File: config.mk
export PLATFORM = sky130hd
export DESIGN_NAME = block_average_level_percent_top_flat
export DESIGN_NICKNAME = d
export VERILOG_FILES = /design/src/rtl/bal_pkg.sv /design/src/rtl/bal_in_if.sv /design/src/rtl/bal_out_if.sv /design/src/rtl/block_average_level_percent_top.sv /design/src/rtl/bal_acc.sv /design/src/rtl/bal_div.sv /design/src/flat_wrapper.sv
export SDC_FILE = /design/constraint.sdc
export NUM_CORES = 1
export LEC_CHECK = 0
export BUFFER_PORTS_ARGS = -buffer_cell sky130_fd_sc_hd__buf_2
export CAP_MARGIN = 40
export CORE_MARGIN = 2
export CORE_UTILIZATION = 60
export CTS_CLUSTER_SIZE = 30
export DETAILED_ROUTE_END_ITERATION = 8
export PLACE_DENSITY = 0.76
export SYNTH_ARGS = -nofsm -noshare
export SYNTH_HDL_FRONTEND = slang
export SYNTH_SLANG_ARGS = --single-unit
File: constraint.sdc
create_clock -name clk -period 5.9 [get_ports clk]
set_input_delay 1.18 -clock clk [delete_from_list [all_inputs] [get_ports clk]]
set_output_delay 1.18 -clock clk [all_outputs]
set_load 0.02 [all_outputs]
File: src/rtl/bal_pkg.sv
package bal_pkg;

    localparam int BLOCK_LEN = 16;

    localparam int SAMPLE_W  = 12;
    localparam int SUM_W     = 20;
    localparam int FS_W      = 12;
    localparam int LEVEL_W   = 7;
    localparam int NUM_W     = 19;

    localparam int CNT_W     = $clog2(BLOCK_LEN + 1);
    localparam int BIT_CNT_W = $clog2(SUM_W + 1);
    localparam int DIV_CNT_W = $clog2(NUM_W);

    localparam logic [FS_W-1:0]    FS_RESET   = FS_W'(1240);
    localparam logic [NUM_W-1:0]   PCT_SCALE  = NUM_W'(100);
    localparam logic [LEVEL_W-1:0] LEVEL_MAX  = LEVEL_W'(100);

    typedef struct packed {
        logic                block_done;
        logic [SAMPLE_W-1:0] mean;
        logic [SAMPLE_W-1:0] baseline;
    } acc_stat_t;

endpackage

File: src/rtl/bal_in_if.sv
interface bal_in_if
    import bal_pkg::*;
();
    logic                valid;
    logic                ready;
    logic [SAMPLE_W-1:0] sample;

    modport source (output valid, output sample, input ready);
    modport sink   (input valid, input sample, output ready);
endinterface

File: src/rtl/bal_out_if.sv
interface bal_out_if
    import bal_pkg::*;
();
    logic               valid;
    logic               ready;
    logic [LEVEL_W-1:0] level_pct;
    logic               block_done;

    modport source (output valid, output level_pct, output block_done, input ready);
    modport sink   (input valid, input level_pct, input block_done, output ready);
endinterface

File: src/rtl/block_average_level_percent_top.sv
// Block-average level meter. Each sample transfer is added into a 20-bit
// running sum; every 16 samples the rounded block mean is formed and the sum
// cleared, and the first block mean after reset becomes the baseline. Every
// sample yields one result: level_pct = 100*(baseline - mean)/full_scale_counts,
// truncated and clamped to 0..100 (0 while the mean is at or above baseline;
// 100 on any drop when full_scale_counts is 0), with block_done marking the
// sample that closed a block. A sample's result is formed by the bit-serial
// accumulator, which walks the 20-bit sum one bit per cycle. When a block
// completes, or on the first sample after a write to full_scale_counts, the
// bit-serial restoring divider also runs, one quotient bit per cycle over 19
// bits. One sample is processed at a time: a sample is taken only once the
// previous one's result is in the output register, and the next is taken while
// a finished result still waits there.
module block_average_level_percent_top
    import bal_pkg::*;
(
    input  logic             clk,
    input  logic             rst_n,
    input  logic             cfg_wr_en,
    input  logic [FS_W-1:0]  cfg_wr_data,
    bal_in_if.sink           samples,
    bal_out_if.source        levels
);

    typedef enum logic [1:0] {
        ST_IDLE,
        ST_ACC,
        ST_DIV,
        ST_OUT
    } state_t;

    state_t             state_reg;
    logic [FS_W-1:0]    fs_reg;
    logic               dirty_reg;
    logic [LEVEL_W-1:0] level_reg;
    logic               out_valid_reg;
    logic [LEVEL_W-1:0] out_level_reg;
    logic               out_done_reg;

    acc_stat_t          stat;
    logic               acc_start;
    logic               acc_done;
    logic               div_start;
    logic               div_done;
    logic [NUM_W-1:0]   div_quot;
    logic               above;
    logic [SAMPLE_W-1:0] diff;
    logic [NUM_W-1:0]   num_calc;
    logic [LEVEL_W-1:0] level_next;
    logic               out_free;

    assign acc_start = samples.valid && samples.ready;
    assign above     = stat.baseline > stat.mean;
    assign diff      = above ? (stat.baseline - stat.mean) : '0;
    assign num_calc  = NUM_W'(diff) * PCT_SCALE;
    assign div_start = (state_reg == ST_ACC) && acc_done && (stat.block_done || dirty_reg);

    always_comb
    begin
        if (!above)
            level_next = '0;
        else if (div_quot >= NUM_W'(LEVEL_MAX))
            level_next = LEVEL_MAX;
        else
            level_next = div_quot[LEVEL_W-1:0];
    end

    assign out_free = !out_valid_reg || levels.ready;

    bal_acc u_acc (
        .clk    (clk),
        .rst_n  (rst_n),
        .start  (acc_start),
        .sample (samples.sample),
        .done   (acc_done),
        .stat   (stat)
    );

    bal_div u_div (
        .clk   (clk),
        .rst_n (rst_n),
        .start (div_start),
        .num   (num_calc),
        .den   (fs_reg),
        .done  (div_done),
        .quot  (div_quot)
    );

    always_ff @(posedge clk or negedge rst_n)
    begin
        if (!rst_n)
        begin
            state_reg     <= ST_IDLE;
            fs_reg        <= FS_RESET;
            dirty_reg     <= 1'b0;
            level_reg     <= '0;
            out_valid_reg <= 1'b0;
            out_level_reg <= '0;
            out_done_reg  <= 1'b0;
        end
        else
        begin
            if (levels.ready && (state_reg != ST_OUT))
                out_valid_reg <= 1'b0;

            case (state_reg)
                ST_IDLE:
                begin
                    if (acc_start)
                        state_reg <= ST_ACC;
                end
                ST_ACC:
                begin
                    if (acc_done)
                    begin
                        if (div_start)
                        begin
                            state_reg <= ST_DIV;
                        end
                        else
                        begin
                            state_reg <= ST_OUT;
                        end
                    end
                end
                ST_DIV:
                begin
                    if (div_done)
                    begin
                        level_reg <= level_next;
                        state_reg <= ST_OUT;
                    end
                end
                ST_OUT:
                begin
                    if (out_free)
                    begin
                        out_valid_reg <= 1'b1;
                        out_level_reg <= level_reg;
                        out_done_reg  <= stat.block_done;
                        state_reg     <= ST_IDLE;
                    end
                end
                default:
                begin
                    state_reg <= ST_IDLE;
                end
            endcase

            if (cfg_wr_en)
            begin
                fs_reg    <= cfg_wr_data;
                dirty_reg <= 1'b1;
            end
            else if (div_start)
            begin
                dirty_reg <= 1'b0;
            end
        end
    end

    assign samples.ready     = (state_reg == ST_IDLE);
    assign levels.valid      = out_valid_reg;
    assign levels.level_pct  = out_level_reg;
    assign levels.block_done = out_done_reg;

    a_level_range: assert property (@(posedge clk) disable iff (!rst_n)
        levels.valid |-> (levels.level_pct <= LEVEL_MAX))
        else $error("level_pct above full scale");

    a_acc_done_state: assert property (@(posedge clk) disable iff (!rst_n)
        acc_done |-> (state_reg == ST_ACC))
        else $error("accumulator finished outside accumulate phase");

    a_div_done_state: assert property (@(posedge clk) disable iff (!rst_n)
        div_done |-> (state_reg == ST_DIV))
        else $error("divider finished outside divide phase");

    a_one_in_flight: assert property (@(posedge clk) disable iff (!rst_n)
        (samples.valid && samples.ready) |=> !samples.ready)
        else $error("second sample taken while one is in flight");

endmodule

File: src/rtl/bal_acc.sv
module bal_acc
    import bal_pkg::*;
(
    input  logic                clk,
    input  logic                rst_n,
    input  logic                start,
    input  logic [SAMPLE_W-1:0] sample,
    output logic                done,
    output acc_stat_t           stat
);

    logic                 busy_reg;
    logic [BIT_CNT_W-1:0] bit_cnt_reg;
    logic [SUM_W-1:0]     acc_reg;
    logic [SAMPLE_W-1:0]  add_reg;
    logic                 carry_reg;
    logic [CNT_W-1:0]     count_reg;
    logic [SAMPLE_W-1:0]  mean_reg;
    logic [SAMPLE_W-1:0]  base_reg;
    logic                 base_valid_reg;
    logic                 done_reg;
    logic                 blk_reg;

    logic                 sum_bit;
    logic                 carry_next;
    logic [SUM_W:0]       acc_rnd;
    logic [SUM_W:0]       acc_quot;
    logic [SAMPLE_W-1:0]  mean_next;

    assign sum_bit    = acc_reg[0] ^ add_reg[0] ^ carry_reg;
    assign carry_next = (acc_reg[0] & add_reg[0]) | (acc_reg[0] & carry_reg)
                      | (add_reg[0] & carry_reg);

    assign acc_rnd   = {1'b0, acc_reg} + (SUM_W + 1)'(BLOCK_LEN / 2);
    assign acc_quot  = acc_rnd / (SUM_W + 1)'(BLOCK_LEN);
    assign mean_next = acc_quot[SAMPLE_W-1:0];

    always_ff @(posedge clk or negedge rst_n)
    begin
        if (!rst_n)
        begin
            busy_reg       <= 1'b0;
            bit_cnt_reg    <= '0;
            acc_reg        <= '0;
            add_reg        <= '0;
            carry_reg      <= 1'b0;
            count_reg      <= '0;
            mean_reg       <= '0;
            base_reg       <= '0;
            base_valid_reg <= 1'b0;
            done_reg       <= 1'b0;
            blk_reg        <= 1'b0;
        end
        else
        begin
            done_reg <= 1'b0;
            if (start)
            begin
                busy_reg    <= 1'b1;
                bit_cnt_reg <= '0;
                add_reg     <= sample;
                carry_reg   <= 1'b0;
            end
            else if (busy_reg)
            begin
                if (bit_cnt_reg != BIT_CNT_W'(SUM_W))
                begin
                    // rotate the sum one bit per cycle
                    acc_reg     <= {sum_bit, acc_reg[SUM_W-1:1]};
                    add_reg     <= {1'b0, add_reg[SAMPLE_W-1:1]};
                    carry_reg   <= carry_next;
                    bit_cnt_reg <= bit_cnt_reg + 1'b1;
                end
                else
                begin
                    busy_reg <= 1'b0;
                    done_reg <= 1'b1;
                    if (count_reg == CNT_W'(BLOCK_LEN - 1))
                    begin
                        mean_reg  <= mean_next;
                        acc_reg   <= '0;
                        count_reg <= '0;
                        blk_reg   <= 1'b1;
                        if (!base_valid_reg)
                        begin
                            base_reg       <= mean_next;
                            base_valid_reg <= 1'b1;
                        end
                    end
                    else
                    begin
                        count_reg <= count_reg + 1'b1;
                        blk_reg   <= 1'b0;
                    end
                end
            end
        end
    end

    assign done            = done_reg;
    assign stat.block_done = blk_reg;
    assign stat.mean       = mean_reg;
    assign stat.baseline   = base_reg;

endmodule

File: src/rtl/bal_div.sv
module bal_div
    import bal_pkg::*;
(
    input  logic             clk,
    input  logic             rst_n,
    input  logic             start,
    input  logic [NUM_W-1:0] num,
    input  logic [FS_W-1:0]  den,
    output logic             done,
    output logic [NUM_W-1:0] quot
);

    logic                 busy_reg;
    logic [DIV_CNT_W-1:0] cnt_reg;
    logic [NUM_W-1:0]     num_reg;
    logic [FS_W-1:0]      rem_reg;
    logic [FS_W-1:0]      den_reg;
    logic                 done_reg;

    logic [FS_W:0]        rem_sh;
    logic [FS_W:0]        rem_sub;
    logic                 ge;

    assign rem_sh  = {rem_reg, num_reg[NUM_W-1]};
    assign ge      = rem_sh >= {1'b0, den_reg};
    assign rem_sub = rem_sh - {1'b0, den_reg};

    always_ff @(posedge clk or negedge rst_n)
    begin
        if (!rst_n)
        begin
            busy_reg <= 1'b0;
            cnt_reg  <= '0;
            num_reg  <= '0;
            rem_reg  <= '0;
            den_reg  <= '0;
            done_reg <= 1'b0;
        end
        else
        begin
            done_reg <= 1'b0;
            if (start)
            begin
                busy_reg <= 1'b1;
                cnt_reg  <= '0;
                num_reg  <= num;
                rem_reg  <= '0;
                den_reg  <= den;
            end
            else if (busy_reg)
            begin
                // shift quotient bits in behind the numerator
                num_reg <= {num_reg[NUM_W-2:0], ge};
                rem_reg <= ge ? rem_sub[FS_W-1:0] : rem_sh[FS_W-1:0];
                if (cnt_reg == DIV_CNT_W'(NUM_W - 1))
                begin
                    busy_reg <= 1'b0;
                    done_reg <= 1'b1;
                end
                else
                begin
                    cnt_reg <= cnt_reg + 1'b1;
                end
            end
        end
    end

    assign done = done_reg;
    assign quot = num_reg;

endmodule

File: src/flat_wrapper.sv
// flat-port wrapper written by rule: the top's interface ports become plain ports
module block_average_level_percent_top_flat import bal_pkg::*;
  (clk, rst_n, cfg_wr_en, cfg_wr_data, samples_valid, samples_sample, samples_ready, levels_valid, levels_level_pct, levels_block_done, levels_ready);
  bal_in_if samples_i ();
  bal_out_if levels_i ();
  input  logic clk;
  input  logic rst_n;
  input  logic cfg_wr_en;
  input  logic [FS_W-1:0] cfg_wr_data;
  input wire logic [$bits(samples_i.valid)-1:0] samples_valid;
  input wire logic [$bits(samples_i.sample)-1:0] samples_sample;
  output wire logic [$bits(samples_i.ready)-1:0] samples_ready;
  output wire logic [$bits(levels_i.valid)-1:0] levels_valid;
  output wire logic [$bits(levels_i.level_pct)-1:0] levels_level_pct;
  output wire logic [$bits(levels_i.block_done)-1:0] levels_block_done;
  input wire logic [$bits(levels_i.ready)-1:0] levels_ready;
  assign samples_i.valid = samples_valid;
  assign samples_i.sample = samples_sample;
  assign samples_ready = samples_i.ready;
  assign levels_valid = levels_i.valid;
  assign levels_level_pct = levels_i.level_pct;
  assign levels_block_done = levels_i.block_done;
  assign levels_i.ready = levels_ready;
  block_average_level_percent_top u_core (.clk(clk), .rst_n(rst_n), .cfg_wr_en(cfg_wr_en), .cfg_wr_data(cfg_wr_data), .samples(samples_i), .levels(levels_i));
endmodule
* Yosys cells after proc, flatten, opt, wreduce, memory -nomap -nowiden
Cells that the tools add are included.
Word-level totals: bits in registers 152, output and inout bits 10
Cells by class: $add $sub $neg 6, multipliers 1, $lt $le $gt $ge 3, equal/unequal tests 12, multiplexer cells 47, bitwise operators 10, reductions and logical operators 22
Operators by type and width (number):
- $mux W12 | 7
- $mux W20 | 2
- $mux W19 | 2
- $mux W5 | 7
- $sub A12 B12 Y12 | 2
- $mux W1 | 22
- $ge A19 B7 Y1 const B | 1
- $mul A12 B5 Y17 const B | 1
- $add A16 B4 Y16 const B | 1
- $add A5 B1 Y5 const B | 3
- $mux W7 | 2
- $ge A13 B12 Y1 | 1
- $gt A12 B12 Y1 | 1
- $reduce_bool A2 Y1 | 5
- $mux W2 | 4
- $ne A2 B2 Y1 const B | 4
- $pmux W2 S4 | 1
- $reduce_and A2 Y1 | 4
- $reduce_and A4 Y1 | 2
- $reduce_and A3 Y1 | 2
- $eq A5 B4 Y1 const B | 1
- $eq A5 B5 Y1 const B | 1
- $ne A5 B5 Y1 const B | 1
- $reduce_and A5 Y1 | 1
- other kinds (11) | 23

* Logic depth before layout (Yosys ltp)
word-level depth 6, mapped depth 21, depth with buffers taken out 21

* Modules after synthesis
Synthesis repeated with hierarchy kept, for this count alone.
Second synthesis, totals: cell total of the unflattened synthesis 932, area total of the unflattened synthesis 9345.2 um2
By module, submodules not included:
- block_average_level_percent_top | times used 1, cells an instance 366, area an instance 3379.5 um2, sequential area each 782.0 um2
- bal_acc | times used 1, cells an instance 262, area an instance 3089.2 um2, sequential area each 1776.7 um2
- bal_div | times used 1, cells an instance 304, area an instance 2876.5 um2, sequential area each 1251.2 um2

* Worst setup path after synthesis
No wires, ideal clock.
kind register to register, from reg u_core.u_acc.base_reg[2], to reg u_core.u_div.num_reg[16], in the netlist u_core.u_div.quot[16], library setup time 0.083 ns, data arrival time 4.392 ns, data required time 5.817 ns, path slack 1.426 ns, stages on the path, launching flop included 18, path buffers 1, cell sequence dfrtp_1 > ha_1 > nor2b_1 > o31a_1 > o31a_1 > o41ai_4 > buf_2 > a211oi_1 > ha_1 > ha_1 > fa_1 > ha_1 > a211oi_1 > o211ai_1 > a41oi_1 > xnor2_1 > nand2_1 > o21ai_0
On the way: word-level cells in the longest chain between the ends 4, elaborated cells on any way between the ends 5, classes of those cells add/sub: 1; mul: 1; order compare: 1; mux: 2
Ends and longest elaborated chain:
- from (decl) | line bal_acc.sv:19 | logic [SAMPLE_W-1:0] base_reg;
- from (signal assigned) | line bal_acc.sv:86 | base_reg <= mean_next;
- $sub A12 B12 Y12 or $gt A12 B12 Y1 (tied branches) | line block_average_level_percent_top.sv:54, block_average_level_percent_top.sv:53
- $mux W12 (*) | line block_average_level_percent_top.sv:54 | assign diff = above ? (stat.baseline - stat.mean) : '0;
- $mul A12 B5 Y17 (*) | line block_average_level_percent_top.sv:55 | assign num_calc = NUM_W'(diff) * PCT_SCALE;
- $mux W19 (*) | line bal_div.sv:42 | if (start)
- to (signal assigned) | line bal_div.sv:46 | num_reg <= num;
- to (signal assigned) | line bal_div.sv:53 | num_reg <= {num_reg[NUM_W-2:0], ge};
- to (decl) | line bal_div.sv:15 | logic [NUM_W-1:0] num_reg;
Mark *: on every way between the ends. The rest lies on a longest branch, timed or not. A chain may end at the register's enable or synchronous reset.

* Worst setup path after layout
from reg u_core.u_acc.base_reg[2], to reg u_core.u_div.num_reg[13], in the netlist u_core.u_div.quot[13]
The elaborated chain is that of the path after synthesis.

==> flow_metrics.env <==
export IMPL_power_leakage_nw=4.71
export IMPL_final_report_hold_violation_count=0
export IMPL_dp_slack_ns=0.963
export IMPL_routed_via_density=5.67
export IMPL_largest_register_ffs=20
export IMPL_critical_path_class="reg2reg"
export IMPL_floorplan_rows=44
export IMPL_fin_nets=1029
export IMPL_cts_hold_repair_buffers=0
export IMPL_worst_slew_pin_tran_ns=0.838
export IMPL_final_clock_skew_ns=0.0213
export IMPL_r2r_setup_slack_ns=0.92
export IMPL_setup_violations_final=0
export IMPL_cts_setup_buffers=0
export IMPL_timing_max_cap_violations=0
export IMPL_cts_inserted_buffers=17
export IMPL_holdCritStartpoint="u_core.fs_reg[0]$_DFFE_PN0P_"
export IMPL_timing_slew_headroom=0.441
export IMPL_setup_repair_after_global_routing_missed_its_margin="false"
export IMPL_sequential_cell_area_mm2=0.00381
export IMPL_cts_reportedPaths_clkPinSlew_ns=0.06
export IMPL_drt_drc_violations_left=0
export IMPL_yosysTopAreaCell="dfrtp_1"
export IMPL_layout_area_overhead_vs_synth_pct=10.5
export IMPL_synthCells=887
export IMPL_synth_ff_latch_count=152
export IMPL_first_global_vias=6378
export IMPL_synth_nets=998
export IMPL_wl_per_cell_um=14.8
export IMPL_ys_top_cells_by_count="dfrtp_1, nand2_1, ha_1, o21ai_0, inv_1"
export IMPL_buffers_on_ports=38
export IMPL_die_area_mm2=0.0157
export IMPL_grt_overflow=0
export IMPL_first_pass_grt_wire_length_um=29700
export IMPL_startpoint_type="flop"
export IMPL_cts_htree_levels=4
export IMPL_yosys_warnings=0
export IMPL_post_route_util=0.675
export IMPL_critical_path_cell_chain="ha_1 -> nor2b_1 -> o31a_1 -> o31a_1 -> o41ai_4 -> a211oi_1 -> ha_1 -> ha_1 -> fa_1 -> ha_1 -> o211ai_1 -> o21ai_0 -> a21o_1 -> a21oi_1 -> xor2_1 -> a21oi_1"
export IMPL_cts_root_buffer="clkbuf_16"
export IMPL_arrival_time_reported_for_the_critical_path_endpoint_ns=5.25
export IMPL_critical_path_reg2reg_endpoint="u_core.u_div.quot[13]$_DFFE_PN0P_"
export IMPL_io_pin_count=39
export IMPL_critPathCaptureType="flop"
export IMPL_crit_path_frequent_cell="ha_1"
export IMPL_post_synth_top_area_fraction=0.416
export IMPL_syn_area_mm2=0.00884
export IMPL_cp_peak_stage_delay_ns=0.60
export IMPL_timing_final_max_slew_violations=0
export IMPL_finalSetupTns_ns=0
export IMPL_cts_buffer_depth=2
export IMPL_first_iter_violations=389
export IMPL_power_density_mw_per_mm2=417
export IMPL_antenna_violating_nets_post_route=0
export IMPL_post_cts_resize_count=0
export IMPL_cpMaxStageDelayCell="o41ai_4"
export IMPL_synth_edf_count=0
export IMPL_place_hpwl_um=11600
export IMPL_grt_antenna_before_repair=0
export IMPL_clk_insertion_delay_late_ns=0.43
export IMPL_r2r_worst_path_cells=16
export IMPL_initial_standard_cell_utilization_of_the_core=0.610
export IMPL_gpl_final_weighted_congestion=0.868
export IMPL_vdd_ir_drop_max_uv=324
export IMPL_multi_input_area_mm2=0.00466
export IMPL_timing_critical_path_required_ns=6.17
export IMPL_fin_crit_ns=4.98
export IMPL_layout_worst_path_cycle_share=0.844
export IMPL_chipWidth_um=125
export IMPL_setup_ws_ns=0.923
export IMPL_coreArea_mm2=0.0145
export IMPL_ys_seq_area_frac=0.431
export IMPL_cts_tree="done"
export IMPL_vias=6321
export IMPL_min_delay_path_class="reg2reg"
export IMPL_grtUsageTotal=0.228
export IMPL_whs_path_depth=2
export IMPL_n_antenna_cell=0
export IMPL_timing_fmax_ghz=0.201
export IMPL_yosysMostFrequentCell="dfrtp_1"
export IMPL_crit_path_max_fanout=13
export IMPL_average_instance_area_after_synthesis_um2=9.96
export IMPL_totalPowerFinal_mw=4.07
export IMPL_fp_dieH_um=125
export IMPL_async_flop_share=1.00
export IMPL_drive_gt1_frac=0.125
export IMPL_status="finished clean"
export IMPL_fillerInstances=1146
export IMPL_min_to="u_core.u_div.den_reg[0]$_DFFE_PN0P_"
export IMPL_timing_rr_start="u_core.u_acc.base_reg[2]$_DFFE_PN0P_"
export IMPL_ys_top_cells_by_area="dfrtp_1, ha_1, o21ai_0"
export IMPL_synth_flop_cell="dfrtp_1"
export IMPL_yosys_cell_types_count=59
export IMPL_grt_max_degree=93
export IMPL_tritoncts_num_sinks=152
export IMPL_wirelength_routed_um=16500
export IMPL_drt_pass1_iter_count=4
## metrics by stage
step | hold WS [ns] | area [µm²] | instances
2_1_floorplan | 0.435 | 8840 | 887
3_3_place_gp | 0.459 | 9190 | 1082
3_5_place_dp | 0.456 | 9210 | 1083
4_1_cts | 0.484 | 9770 | 1114
5_1_grt | 0.495 | 9770 | 1114
6_report | 0.473 | 9770 | 1114
## worst max-delay path by stage
stage                                         startpoint                           endpoint  slack [ns]  cells past startpoint
floorplan           u_core.u_acc.base_reg[2]$_DFFE_PN0P_  u_core.u_div.quot[16]$_DFFE_PN0P_        1.43                     17
global placement    u_core.u_acc.base_reg[2]$_DFFE_PN0P_  u_core.u_div.quot[16]$_DFFE_PN0P_        1.07                     16
detailed placement  u_core.u_acc.base_reg[2]$_DFFE_PN0P_  u_core.u_div.quot[18]$_DFFE_PN0P_        0.96                     19
CTS                 u_core.u_acc.base_reg[2]$_DFFE_PN0P_  u_core.u_div.quot[13]$_DFFE_PN0P_        0.93                     16
global route        u_core.u_acc.base_reg[2]$_DFFE_PN0P_  u_core.u_div.quot[16]$_DFFE_PN0P_        0.50                     16
finish              u_core.u_acc.base_reg[2]$_DFFE_PN0P_  u_core.u_div.quot[13]$_DFFE_PN0P_        0.92                     16
## placed cells by master (no fill, tap or decap), types with 17 or more instances in the layout
master / n
clkbuf_16: 17
mux2i_1: 30
buf_2: 37
xor2_1: 22
mux2_2: 26
nor2_1: 53
nand2_1: 81
xnor2_1: 24
a21oi_1: 44
inv_1: 63
nand3_1: 19
o21ai_0: 69
ha_1: 72
a22o_1: 24
dfrtp_1: 147
## routing by layer
layer  vias to the layer above  part of all wire  GRT usage
li1                       3191                 -          -
met1                      3042              0.49      0.314
met2                        67              0.47      0.368
met3                        21             0.024     0.0377
met4                         0             0.015     0.0856
met5                         -                 0          0
## power by group
group	leakage, nW	switching, mW	internal, mW
combinational	2.47	0.852	0.692
sequential	1.98	0.211	1.30
clock	0.260	0.419	0.603
total	4.71	1.48	2.59
## kinds of logic after synthesis
group,count (synthesis),synth area share
DFF,152,0.431
muxes,56,0.0671
xor gates and xnor gates,46,0.0456
buffers and inverters,97,0.0423
AOI/OAI and AO/OA,210,0.155
adders and majority gates,82,0.125
and+or+nand+nor,244,0.135
## critical path, delay by kind of cell (launching register included)
kind	cells	cell delay, ns
xor+xnor	1	0.23
compound gates	9	2.19
flops	1	0.39
simple gates	1	0.17
fa+ha+maj	5	1.85
## layout make-up
class | count | area share
Sequential cell | 152 | 0.390
Clock buffer | 22 | 0.0475
Multi-Input combinational cell | 638 | 0.477
Timing Repair Buffer | 46 | 0.0283
Tap cell | 184 | 0.0236
Inverter | 63 | 0.0242
Clock inverter | 9 | 0.00935
(Power assumes the default switching activity.)
